## src/assert_macros.svh

```systemverilog
// Assertion macros for the box filter RTL.
// Used by modules that have clk and arst_n in scope; no other dependencies.
`ifndef ASSERT_MACROS_SVH
`define ASSERT_MACROS_SVH
`ifndef SYNTH
`define ASSERT_PROP(lbl, prop) \
	lbl: assert property (@(posedge clk) disable iff (!arst_n) prop) \
		else $error("assertion failed");
`define ASSERT_NEVER(lbl, cond) \
	lbl: assert property (@(posedge clk) disable iff (!arst_n) !(cond)) \
		else $error("forbidden condition seen");
`else
`define ASSERT_PROP(lbl, prop)
`define ASSERT_NEVER(lbl, cond)
`endif
`endif

```

## src/bf3_pkg.sv

```systemverilog
// Package for the 3x3 box filter: defaults, register codes, coefficient
// and the window control struct. No dependencies.
package bf3_pkg;

	localparam int MAX_WIDTH_DEF    = 1024;
	localparam int MAX_CHANNELS_DEF = 4;
	localparam int SAMPLE_BITS_DEF  = 16;

	localparam int WIDTH_REG_BITS  = 11;
	localparam int HEIGHT_REG_BITS = 16;
	localparam int CHAN_REG_BITS   = 3;
	localparam int CFG_DATA_BITS   = 16;
	localparam int CFG_INDEX_BITS  = 2;

	localparam logic [WIDTH_REG_BITS-1:0]  WIDTH_RESET  = 11'd640;
	localparam logic [HEIGHT_REG_BITS-1:0] HEIGHT_RESET = 16'd480;
	localparam logic [CHAN_REG_BITS-1:0]   CHAN_RESET   = 3'd1;

	localparam int WIN_SIZE = 3;

	localparam int COEF_BITS  = 15;
	localparam int COEF_SHIFT = 16;
	localparam logic signed [COEF_BITS-1:0] COEF_NUM = 15'sd7274;

	typedef enum logic [CFG_INDEX_BITS-1:0] {
		CFG_IMAGE_WIDTH   = 2'd0,
		CFG_IMAGE_HEIGHT  = 2'd1,
		CFG_CHANNEL_COUNT = 2'd2
	} cfg_reg_t;

	typedef struct packed {
		logic                     shift;
		logic [CHAN_REG_BITS-1:0] head;
	} win_ctrl_t;

endpackage

```

## src/bf3_cell.sv

```systemverilog
// One window cell: holds a column sum and passes it to its neighbour.
// Depends on nothing.
module bf3_cell #(
	parameter int VAL_W = 18
) (
	input  logic                    clk,
	input  logic                    shift,
	input  logic                    take_new,
	input  logic signed [VAL_W-1:0] new_val,
	input  logic signed [VAL_W-1:0] next_val,
	output logic signed [VAL_W-1:0] val
);

	logic signed [VAL_W-1:0] val_q;

	always_ff @(posedge clk) begin
		if (shift) begin
			val_q <= take_new ? new_val : next_val;
		end
	end

	assign val = val_q;

endmodule

```

## src/bf3_window.sv

```systemverilog
// Chain of column-sum cells giving the sums one and two pixels back for
// the current channel. Depends on bf3_pkg and bf3_cell.
module bf3_window
	import bf3_pkg::*;
#(
	parameter int MAX_CHANNELS = MAX_CHANNELS_DEF,
	parameter int VAL_W        = 18
) (
	input  logic                    clk,
	input  win_ctrl_t               ctrl,
	input  logic signed [VAL_W-1:0] col_sum,
	output logic signed [VAL_W-1:0] tap_near,
	output logic signed [VAL_W-1:0] tap_far
);

	localparam int CELLS = 2 * MAX_CHANNELS;

	logic signed [VAL_W-1:0] cell_val [CELLS];

	for (genvar i = 0; i < CELLS; i++) begin : g_cell
		localparam int POS = i % MAX_CHANNELS;
		logic signed [VAL_W-1:0] inj;
		logic signed [VAL_W-1:0] nxt;

		assign inj = (i < MAX_CHANNELS) ? col_sum : cell_val[0];
		assign nxt = (i == CELLS - 1) ? cell_val[i] : cell_val[(i + 1) % CELLS];

		bf3_cell #(.VAL_W(VAL_W)) u_cell (
			.clk      (clk),
			.shift    (ctrl.shift),
			.take_new (32'(ctrl.head) == POS),
			.new_val  (inj),
			.next_val (nxt),
			.val      (cell_val[i])
		);
	end

	assign tap_near = cell_val[0];
	assign tap_far  = cell_val[MAX_CHANNELS];

endmodule

```

## config.mk

```make
export PLATFORM = sky130hd
export DESIGN_NAME = bf3_window
export DESIGN_NICKNAME = d
export VERILOG_FILES = /design/src/assert_macros.svh /design/src/bf3_pkg.sv /design/src/bf3_cell.sv /design/src/bf3_window.sv
export SDC_FILE = /design/constraint.sdc
export NUM_CORES = 1
export LEC_CHECK = 0
export ABC_AREA = 1
export BUFFER_PORTS_ARGS = -buffer_cell sky130_fd_sc_hd__buf_2
export CAP_MARGIN = 25
export CORE_MARGIN = 2
export CORE_UTILIZATION = 59
export DETAILED_ROUTE_END_ITERATION = 10
export GPL_TIMING_DRIVEN = 0
export PLACE_DENSITY = 0.88
export SLEW_MARGIN = 40
export SYNTH_ARGS = -nofsm -noshare
export SYNTH_HDL_FRONTEND = slang
export SYNTH_SLANG_ARGS = --single-unit
```

## constraint.sdc

```tcl
create_clock -name clk -period 2.5 [get_ports clk]
set_input_delay 0.5 -clock clk [delete_from_list [all_inputs] [get_ports clk]]
set_output_delay 0.5 -clock clk [all_outputs]
set_load 0.005 [all_outputs]
```

==> results.md, run 1 <==
- Worst path max stage delay: slightly above 500 ps
- Port bufs: between 50 and 60
- Pin count of the biggest net entering global routing: 68
- WL/cell: approximately 21 µm
- Crit path depth: 1
- Core ar.: approximately 0.010 mm²
- FP Rows: 37
- Crit path kind: reg -> out
- Power Total: 5.773 mW
- First-pass GRT wire length: approximately 26000 µm
- # IOs: a little under 60
- Wirelength, routed: approximately 17000 µm
- Fin area: 0.007316 mm²
- Routability cong.: about 0.86
- CP endpoint: tap_near[0]
- Final setup viols: 0
- Longest Clk Path Bufs: 2
- Syn_nets: 598
- FF+latch count, synth: 144
- Worst clock skew: 7.779 ps
- Chip width: roughly 110 µm
- Critical Path Source: g_cell[0].u_cell.val[0]$_DFFE_PP_
- Worst r2r path cells: 2
- Die H: 107.1 µm
- Post-Syn Area per Cell: between 10 and 15 µm²
- FMAX: 578.5 MHz
- Worst Path Arrival: 1230 ps
- Synth unique cells: 13
- Type of the tightest min-delay check: in -> reg
- Worst slew pin tran: 579.9 ps
- Max Cap Viol: 0
- Finished Core Util: between 70% and 80%
- Crit-path cells: buf_2
- Layout cells sized above 1: 20.93%
- CTS sink cnt: roughly 140
- Worst r2r dst: g_cell[4].u_cell.val[5]$_DFFE_PP_
- Warnings from Yosys: 0
- Final min period: 1729 ps
- DR iter-0 viols: between 800 and 900
- Hold-fix buffers at CTS: 0
- DR vias/cell: ~6.3
- Post-Route Setup TNS: 0 ps
- Max reg flops: ~140
- GR Overflow Total: 0
- Max-slew violation count: 0
- Layout area overhead: 16.64%
- RSZ-0062 raised after global routing: false
- Final Hold Fails: 0
- Buf+Inv Stages, Crit Path: 1
- Minimum setup slack among reg-to-reg paths: 1450 ps
- DRT antenna net count: 0
- Slowest-stage cell, CP: edfxtp_1
- Initial Utilization: a little over 60%
- Static Leak: 3.201 nW
- Tcrit/Tclk final: slightly below 70%
- Drt drc: 0
- CTS-repair resized insts: 0
- Final #Nets: between 600 and 700
- Crit Path Max Fanout: 5
- Gr usage total: 31.17%
- Final HPWL DP: 10630 µm
- CTS buffer count: 17
- Number of global-route vias before repair: 4893
- CTS tree: built
- Post-CTS Setup Repair Bufs: 0
- Sequential fraction of the synthesis area: between 60 and 70%
- Worst skew pair latency: roughly 540 ps
- Clk pin slew, worst setup/hold paths: 60 ps
- DIE AREA: about 0.011 mm²
- Relative slew slack: 61.25%
- Power per cell area: between 700 and 800 mW/mm²
- Clock root buffer: clkbuf_8
- Diodes inserted: 0
- Worst vdd ir: around 470 µV
- Crit end category: primary output
- H-Tree Depth: 4
- Reg-to-Reg Start: g_cell[0].u_cell.val[5]$_DFFE_PP_
- Status: complete, no violations
- Area after DPL: about 0.0068 mm²
- Mapped Cells: between 500 and 600
- Crit path max-delay family: flip-flops
- Netlist Area Pre-Place: about 0.0063 mm²
- Pre-antenna DRT Iters: 6
- Startpoint Class: register
- Worst EP required: 2000 ps
- Initial antenna violation count: 0
- Vias post-DR: around 5100
-- layer usage --
| layer | global-route usage [%] | share of wire [%] | wire length [µm] |
|---|---|---|---|
| met1 | 40.70 | 35 | 5927 |
| met2 | 47.88 | 48 | 8087 |
| met3 | 8.632 | 13 | 2131 |
| met4 | 16.42 | 4.4 | 742 |
| met5 | 0 | 0 | 0 |
-- placed cells by master (no fill, tap or decap), types with 5 or more instances in the layout --
| master | count |
|---|---|
| clkinv_2 | 7 |
| buf_4 | 5 |
| buf_2 | 96 |
| edfxtp_1 | 144 |
| nand4_1 | 54 |
| clkbuf_16 | 16 |
| nand3_1 | 72 |
| nand2_1 | 252 |
-- kinds of logic (layout without fill, tap and decap cells) --
logic type | after synthesis | count (layout) | share of synthesized area [%]
AND/OR/NAND/NOR | 384 | 384 | 27.17
buffers and inverters | 47 | 136 | 3.890
flip-flops | 144 | 144 | 68.94
-- worst register-to-register path, cell delays in order, from the launching register on --
cell and delay, ps:
edfxtp_1 500, nand3_1 150, nand2_1 120
-- metrics by stage --
step | worst slack [ps] | std cells | hold slack (ps)
6_report | 771.4 | 800 | 326.2
5_1_grt | 690.6 | 800 | 320.3
4_1_cts | 761.5 | 800 | 310.9
3_5_place_dp | 236.3 | 770 | 497.2
3_3_place_gp | -1735 | 769 | 490.4
2_1_floorplan | 268.2 | 575 | 487.4
-- worst min path at each step --
stage / cells after the start / slack [ps] / endpoint / startpoint
after floorplan: 2 / 490 / g_cell[0].u_cell.val[0]$_DFFE_PP_ / g_cell[1].u_cell.val[0]$_DFFE_PP_
after global placement: 2 / 490 / g_cell[1].u_cell.val[15]$_DFFE_PP_ / g_cell[2].u_cell.val[15]$_DFFE_PP_
after detailed placement: 2 / 500 / g_cell[2].u_cell.val[5]$_DFFE_PP_ / g_cell[3].u_cell.val[5]$_DFFE_PP_
after CTS: 3 / 310 / g_cell[0].u_cell.val[0]$_DFFE_PP_ / col_sum[0]
after global routing: 3 / 320 / g_cell[1].u_cell.val[5]$_DFFE_PP_ / col_sum[5]
final: 3 / 330 / g_cell[0].u_cell.val[0]$_DFFE_PP_ / col_sum[0]
-- Yosys cell counts, drive strengths merged --
cell	n	area share, %
buf	44	3.7
edfxtp	144	69
inv	3	0.18
nand2	254	15
nand3	74	6.2
nand4	54	5.4
nor2	2	0.16
-- power breakdown --
part | leakage, nW | switching, mW | internal, mW
Sequential | 1.41 | 0.0865 | 2.86
Clock | 0.270 | 0.951 | 1.39
Combinational | 1.52 | 0.338 | 0.148
-- final cells by class --
type,instances,area [µm²]
Clock inverter,13,123.9
Tap cell,136,170.2
Timing Repair Buffer,59,327.8
Buffer,44,232.7
Inverter,3,11.26
Clock buffer,17,414.1
Multi-Input combinational cell,384,1712
Fill cell,634,3008
Sequential cell,144,4324
No activity file was read; power rests on OpenSTA's default activity.
==> run 2: changes to the inputs <==
Settings changed: ABC_AREA 1 to 0, CORE_UTILIZATION 59 to 58, PLACE_DENSITY 0.88 to 0.87.
Clock period 2.5 ns to 1.8 ns, I/O delays scaled along.
==> run 2 against run 1 <==
Effect of this change: combinational power increased by 4.7%; total power rose by 48%; critical endpoint is now g_cell[7].u_cell.val[6]$_DFFE_PP_; sequential share of layout area increased by 1.7 points; critical path type is now in -> reg; sequential power grew 37%; final area is 2.8% lower; die area shrank 3.4%.
==> results.md, run 2 <==
- Most common cell in the netlist: edfxtp_1
- Clock root buffer: clkbuf_8
- Worst clock skew: between 6 and 7 ps
- Layout area overhead: 19.61%
- Status: complete, no violations
- FF+latch count, synth: ~140
- # IOs: 59
- Chip width: 105.3 µm
- Netlist Area Pre-Place: 0.005946 mm²
- CTS buffer count: 17
- Static Leak: 2.530 nW
- Port bufs: 58
- Startpoint Class: primary input
- Max-slew violation count: 0
- Clk pin slew, worst setup/hold paths: about 60 ps
- Largest area contributor in the netlist: edfxtp_1
- Post-CTS Setup Repair Bufs: 0
- Number of global-route vias before repair: 3115
- Sequential fraction of the synthesis area: roughly 73%
- Crit Path Max Fanout: 84
- Power per cell area: between 1000 and 1500 mW/mm²
- CTS-repair resized insts: 0
- Tcrit/Tclk final: between 90% and 100%
- Warnings from Yosys: 0
- Minimum setup slack among reg-to-reg paths: roughly 760 ps
- Wirelength, routed: 11510 µm
- Initial antenna violation count: 0
- Commonest non-fill, non-tap cells in the layout: edfxtp_1, mux2_2, buf_2
- FP Rows: 36
- Max reg flops: ~140
- Synth area leaders: edfxtp_1, mux2_2, buf_6, mux2_1, buf_8
- Asr flop ratio synth: 0%
- CTS sink cnt: between 100 and 150
- Initial Utilization: between 60% and 70%
- Commonest non-fill, non-tap cell in the layout: edfxtp_1
- H-Tree Depth: 4
- Top post-synthesis cells by count: edfxtp_1, mux2_2, buf_6, mux2_1
- Power Total: 8.542 mW
- Crit end category: register
- First-pass GRT wire length: between 15000 and 20000 µm
- RSZ-0062 raised after global routing: false
- Mapped Cells: 289
- Worst slew pin tran: between 600 and 700 ps
- WL/cell: roughly 22 µm
- Die H: between 100 and 150 µm
- Post-Route Setup TNS: 0 ps
- Worst vdd ir: 674.4 µV
- DR vias/cell: 5.772
- GR Overflow Total: 0
- Final setup viols: 0
- Synth unique cells: 11
- Routability cong.: 0.7272
- Hold-fix buffers at CTS: 0
- Final min period: approximately 1600 ps
- Relative slew slack: a little over half
- Gr usage total: approximately 22%
- Drt drc: 0
- Worst Path Arrival: about 1800 ps
- DRT antenna net count: 0
- Worst skew pair latency: 530 ps
- Pre-antenna DRT Iters: 4
- Max Cap Viol: 0
- Final #Nets: just under 400
- DIE AREA: ~0.011 mm²
- Layout cells sized above 1: about three fifths
- FMAX: 608.1 MHz
- Syn_nets: roughly 310
- Worst EP required: roughly 2000 ps
- Final HPWL DP: ~6400 µm
- Main synth FF type: edfxtp_1
- Longest Clk Path Bufs: 2
- DR iter-0 viols: 269
- Pin count of the biggest net entering global routing: 85
- Core ar.: 0.009864 mm²
- Type of the tightest min-delay check: in -> reg
- Post-synth EDFFs: between 100 and 150
- Synth top area share: between 70% and 80%
- Final Hold Fails: 0
- Post-Syn Area per Cell: approximately 21 µm²
- CTS tree: built
- Vias post-DR: between 2000 and 3000
- Crit path kind: in -> reg
run 2: cell types whose count changed after synthesis, moves of 5 or more:
cell | before | now
nand3_1 | 72 | 0
buf_6 | 0 | 7
buf_2 | 39 | 0
nand2_1 | 252 | 0
nand4_1 | 54 | 0
mux2_1 | 0 | 5
mux2_2 | 0 | 121
run 2: worst paths after layout:
path / start / endpoint / depth (start not counted)
worst min register to register: g_cell[1].u_cell.val[7]$_DFFE_PP_ / g_cell[0].u_cell.val[7]$_DFFE_PP_ / 1
worst max register to register: g_cell[0].u_cell.val[13]$_DFFE_PP_ / g_cell[5].u_cell.val[13]$_DFFE_PP_ / 1
worst max-delay path: ctrl[3] / g_cell[7].u_cell.val[6]$_DFFE_PP_ / 4
worst min-delay path: col_sum[8] / g_cell[0].u_cell.val[8]$_DFFE_PP_ / 2
run 2: logic make-up (layout without fill, tap and decap cells):
logic type	Yosys count	in the layout	share of synthesized area (%)
buf+inv	14	105	2.525
flops	144	144	72.73
mux	126	126	23.86
other cells	0	1	0
simple gates	5	5	0.8838
run 2: per-layer routing:
metal | wire length [µm] | track usage [%]
met2 | 5980 | 35.94
met5 | 0 | 0
met3 | 711 | 5.937
met1 | 4592 | 28.15
met4 | 222 | 9.905
run 2: layout make-up:
| type | instances | area, µm² |
|---|---|---|
| fill | 547 | 2753 |
| timing repair buffer | 59 | 327.8 |
| clock inverter | 13 | 240.2 |
| inverter | 1 | 3.754 |
| multi-input combinational | 131 | 1479 |
| tap | 133 | 166.4 |
| clock buffer | 19 | 421.7 |
| antenna | 1 | 2.502 |
| sequential | 144 | 4324 |
| buffer | 13 | 146.4 |
run 2: power by group:
part / internal, mW / switching, mW / total (mW)
combinational: 0.268 / 0.241 / 0.509
clock: 2.65 / 1.34 / 3.99
sequential: 3.95 / 0.0939 / 4.04
total: 6.87 / 1.67 / 8.54
run 2: stage by stage:
step	hold slack, ps	cell area, µm²	worst slack, ps	util [%]	instances
5_1_grt	164.1	7109	103.1	72.07	513
3_5_place_dp	509.4	6447	-351.0	65.36	481
4_1_cts	147.3	7109	177.4	72.07	513
6_report	158.4	7112	155.5	72.10	514
3_3_place_gp	502.9	6405	-2002	64.93	480
2_1_floorplan	472.5	5948	120.4	-	289
run 2: worst max-delay path: stages:
cell    delay [ps]
buf_8          280
buf_16         390
inv_1          130
nor2_4         580
==> run 3: changes to the inputs <==
Settings changed: CELL_PAD_IN_SITES_DETAIL_PLACEMENT from default to 1, CELL_PAD_IN_SITES_GLOBAL_PLACEMENT from default to 1, CORE_UTILIZATION 58 to 51, PLACE_DENSITY 0.87 to 0.88.
==> run 3 against run 2 <==
Effect of this change: first-iteration DRC count shrank 6.7%; worst hold slack gained 130 ps; sequential cell count is the same; count of clock-buffer cells in the layout is the same; final area grew 0.19%; sequential share of layout area shrank 0.12 points; maximum frequency grew 6.3%; critical path depth is the same; wire length grew 17%; global-route usage grew 0.80 points; cell count grew 2.1%; via count grew 0.24%; critical endpoint is now g_cell[0].u_cell.val[13]$_DFFE_PP_; largest cell class unchanged; highest routed layer unchanged.
==> results.md, run 3 (same netlist as run 2, synthesis figures left out) <==
- H-Tree Depth: 4
- Port bufs: 58
- Static Leak: ~2.5 nW
- Initial Utilization: 52.07%
- Startpoint Class: primary input
- Finished Core Util: 62.40%
- DRT antenna net count: 0
- Commonest non-fill, non-tap cell in the layout: edfxtp_1
- CTS sink cnt: 144
- Vias post-DR: slightly below 3000
- Layout cells sized above 1: 59.16%
- WL/cell: between 20 and 30 µm
- Diodes inserted: 0
- Relative slew slack: approximately three fifths
- Hold-fix buffers at CTS: 0
- DR iter-0 viols: roughly 250
- Crit end category: register
- Final Hold Fails: 0
- DR vias/cell: between 5 and 6
- Layout area overhead: 19.84%
- Chip width: 112.0 µm
- # fillers: about 980
- Final setup viols: 0
- Routability cong.: 0.6943
- First-pass GRT wire length: around 21000 µm
- Worst vdd ir: just under 800 µV
- Cells after DPL: approximately 490
- # IOs: roughly 60
- Die H: about 110 µm
- Clock root buffer: clkbuf_16
- RSZ-0062 raised after global routing: false
- Worst clock skew: between 9 and 10 ps
- Final min period: approximately 1500 ps
- Wirelength, routed: 13470 µm
- Worst hold path startpoint: col_sum[12]
- Status: complete, no violations
- Commonest non-fill, non-tap cells in the layout: edfxtp_1, mux2_2, buf_2
- Gr usage total: 22.97%
- Clk pin slew, worst setup/hold paths: 60 ps
- GR Overflow Total: 0
- Critical Path Source: ctrl[1]
- Crit path kind: in -> reg
- FP Rows: 39
- Worst slew pin tran: about 600 ps
- Worst skew pair latency: ~420 ps
- Tcrit/Tclk final: between 80% and 90%
- Pin count of the biggest net entering global routing: between 70 and 80
- Max reg flops: between 100 and 150
- Initial antenna violation count: 0
- Core ar.: 0.01142 mm²
- FMAX: 646.4 MHz
- CTS tree: built
- Final HPWL DP: just over 7000 µm
- Number of global-route vias before repair: around 3300
- Power Total: ~8.4 mW
- Pre-antenna DRT Iters: 4
- DIE AREA: about 0.013 mm²
- Drt drc: 0
- Final #Nets: slightly below 400
- Max-slew violation count: 0
- Finished Layout Cells: 525
- CTS buffer count: 17
- Crit Path Max Fanout: 10
- Max Cap Viol: 0
- Worst EP required: 1960 ps
- Reg-to-Reg Start: g_cell[0].u_cell.val[0]$_DFFE_PP_
- Worst Path Arrival: roughly 1700 ps
- Power per cell area: between 1000 and 1500 mW/mm²
- Type of the tightest min-delay check: in -> reg
- CTS-repair resized insts: 0
- Longest Clk Path Bufs: 2
-- run 3: changes by cell type in the layout (fill, tap and decap cells not counted), sizes merged --
cell	delta
diode	-1
buf	+2
clkinv	+2
bufinv	-2
-- run 3: repair_timing --
item / 4_1_cts / 5_1_grt
buffers inserted: 0 / 2
endpoints found under the setup margin: 18 / 18
endpoints found under the hold margin: 0 / 0
pin swaps: 1 / 1
-- run 3: critical path, stage by stage --
cell    delay [ps]
buf_2          140
nor3_4         540
buf_6          280
mux2_2         370
-- run 3: area by class of cell --
cell class                      instances  area, µm²  share of cell area [%]
Sequential cell                       144       4324                   60.68
Clock inverter                         13      192.7                   2.704
Clock buffer                           19      432.9                   6.076
Inverter                                1      3.754                 0.05268
Buffer                                 13      146.4                   2.054
Multi-Input combinational cell        131       1479                   20.76
Tap cell                              143      178.9                   2.511
Timing Repair Buffer                   61      367.9                   5.162
-- run 3: report_power, final --
| part | total (mW) | switching (mW) | internal, mW | leakage [nW] |
|---|---|---|---|---|
| Clock | 3.80 | 1.36 | 2.44 | 0.303 |
| Sequential | 4.06 | 0.106 | 3.95 | 1.40 |
| Combinational | 0.537 | 0.263 | 0.273 | 0.829 |
-- run 3: metrics by stage --
| stage | setup TNS [ps] | hold slack, ps | instance area, µm² | setup slack (ps) |
|---|---|---|---|---|
| floorplan | 0 | 472.5 | 5948 | 120.4 |
| global placement | -158000 | 500.4 | 6417 | -2043 |
| detailed placement | -12190 | 514.6 | 6460 | -447.9 |
| CTS | 0 | 280.0 | 7086 | 10.97 |
| global route | 0 | 297.6 | 7126 | 206.3 |
| finish | 0 | 292.6 | 7126 | 253.0 |
-- run 3: per-layer routing --
layer,vias to the layer above,routed length (µm),global-route usage [%]
met5,-,0,0
met4,0,149,6.911
met3,12,455,4.899
met2,78,6935,37.01
met1,1574,5929,31.89
li1,1310,-,-
-- run 3: final timing paths --
path	endpoint	slack (ps)	cells past startpoint
max	g_cell[0].u_cell.val[13]$_DFFE_PP_	250	4
min	g_cell[0].u_cell.val[12]$_DFFE_PP_	290	2
max reg2reg	g_cell[4].u_cell.val[0]$_DFFE_PP_	720	1
min reg2reg	g_cell[0].u_cell.val[8]$_DFFE_PP_	540	1
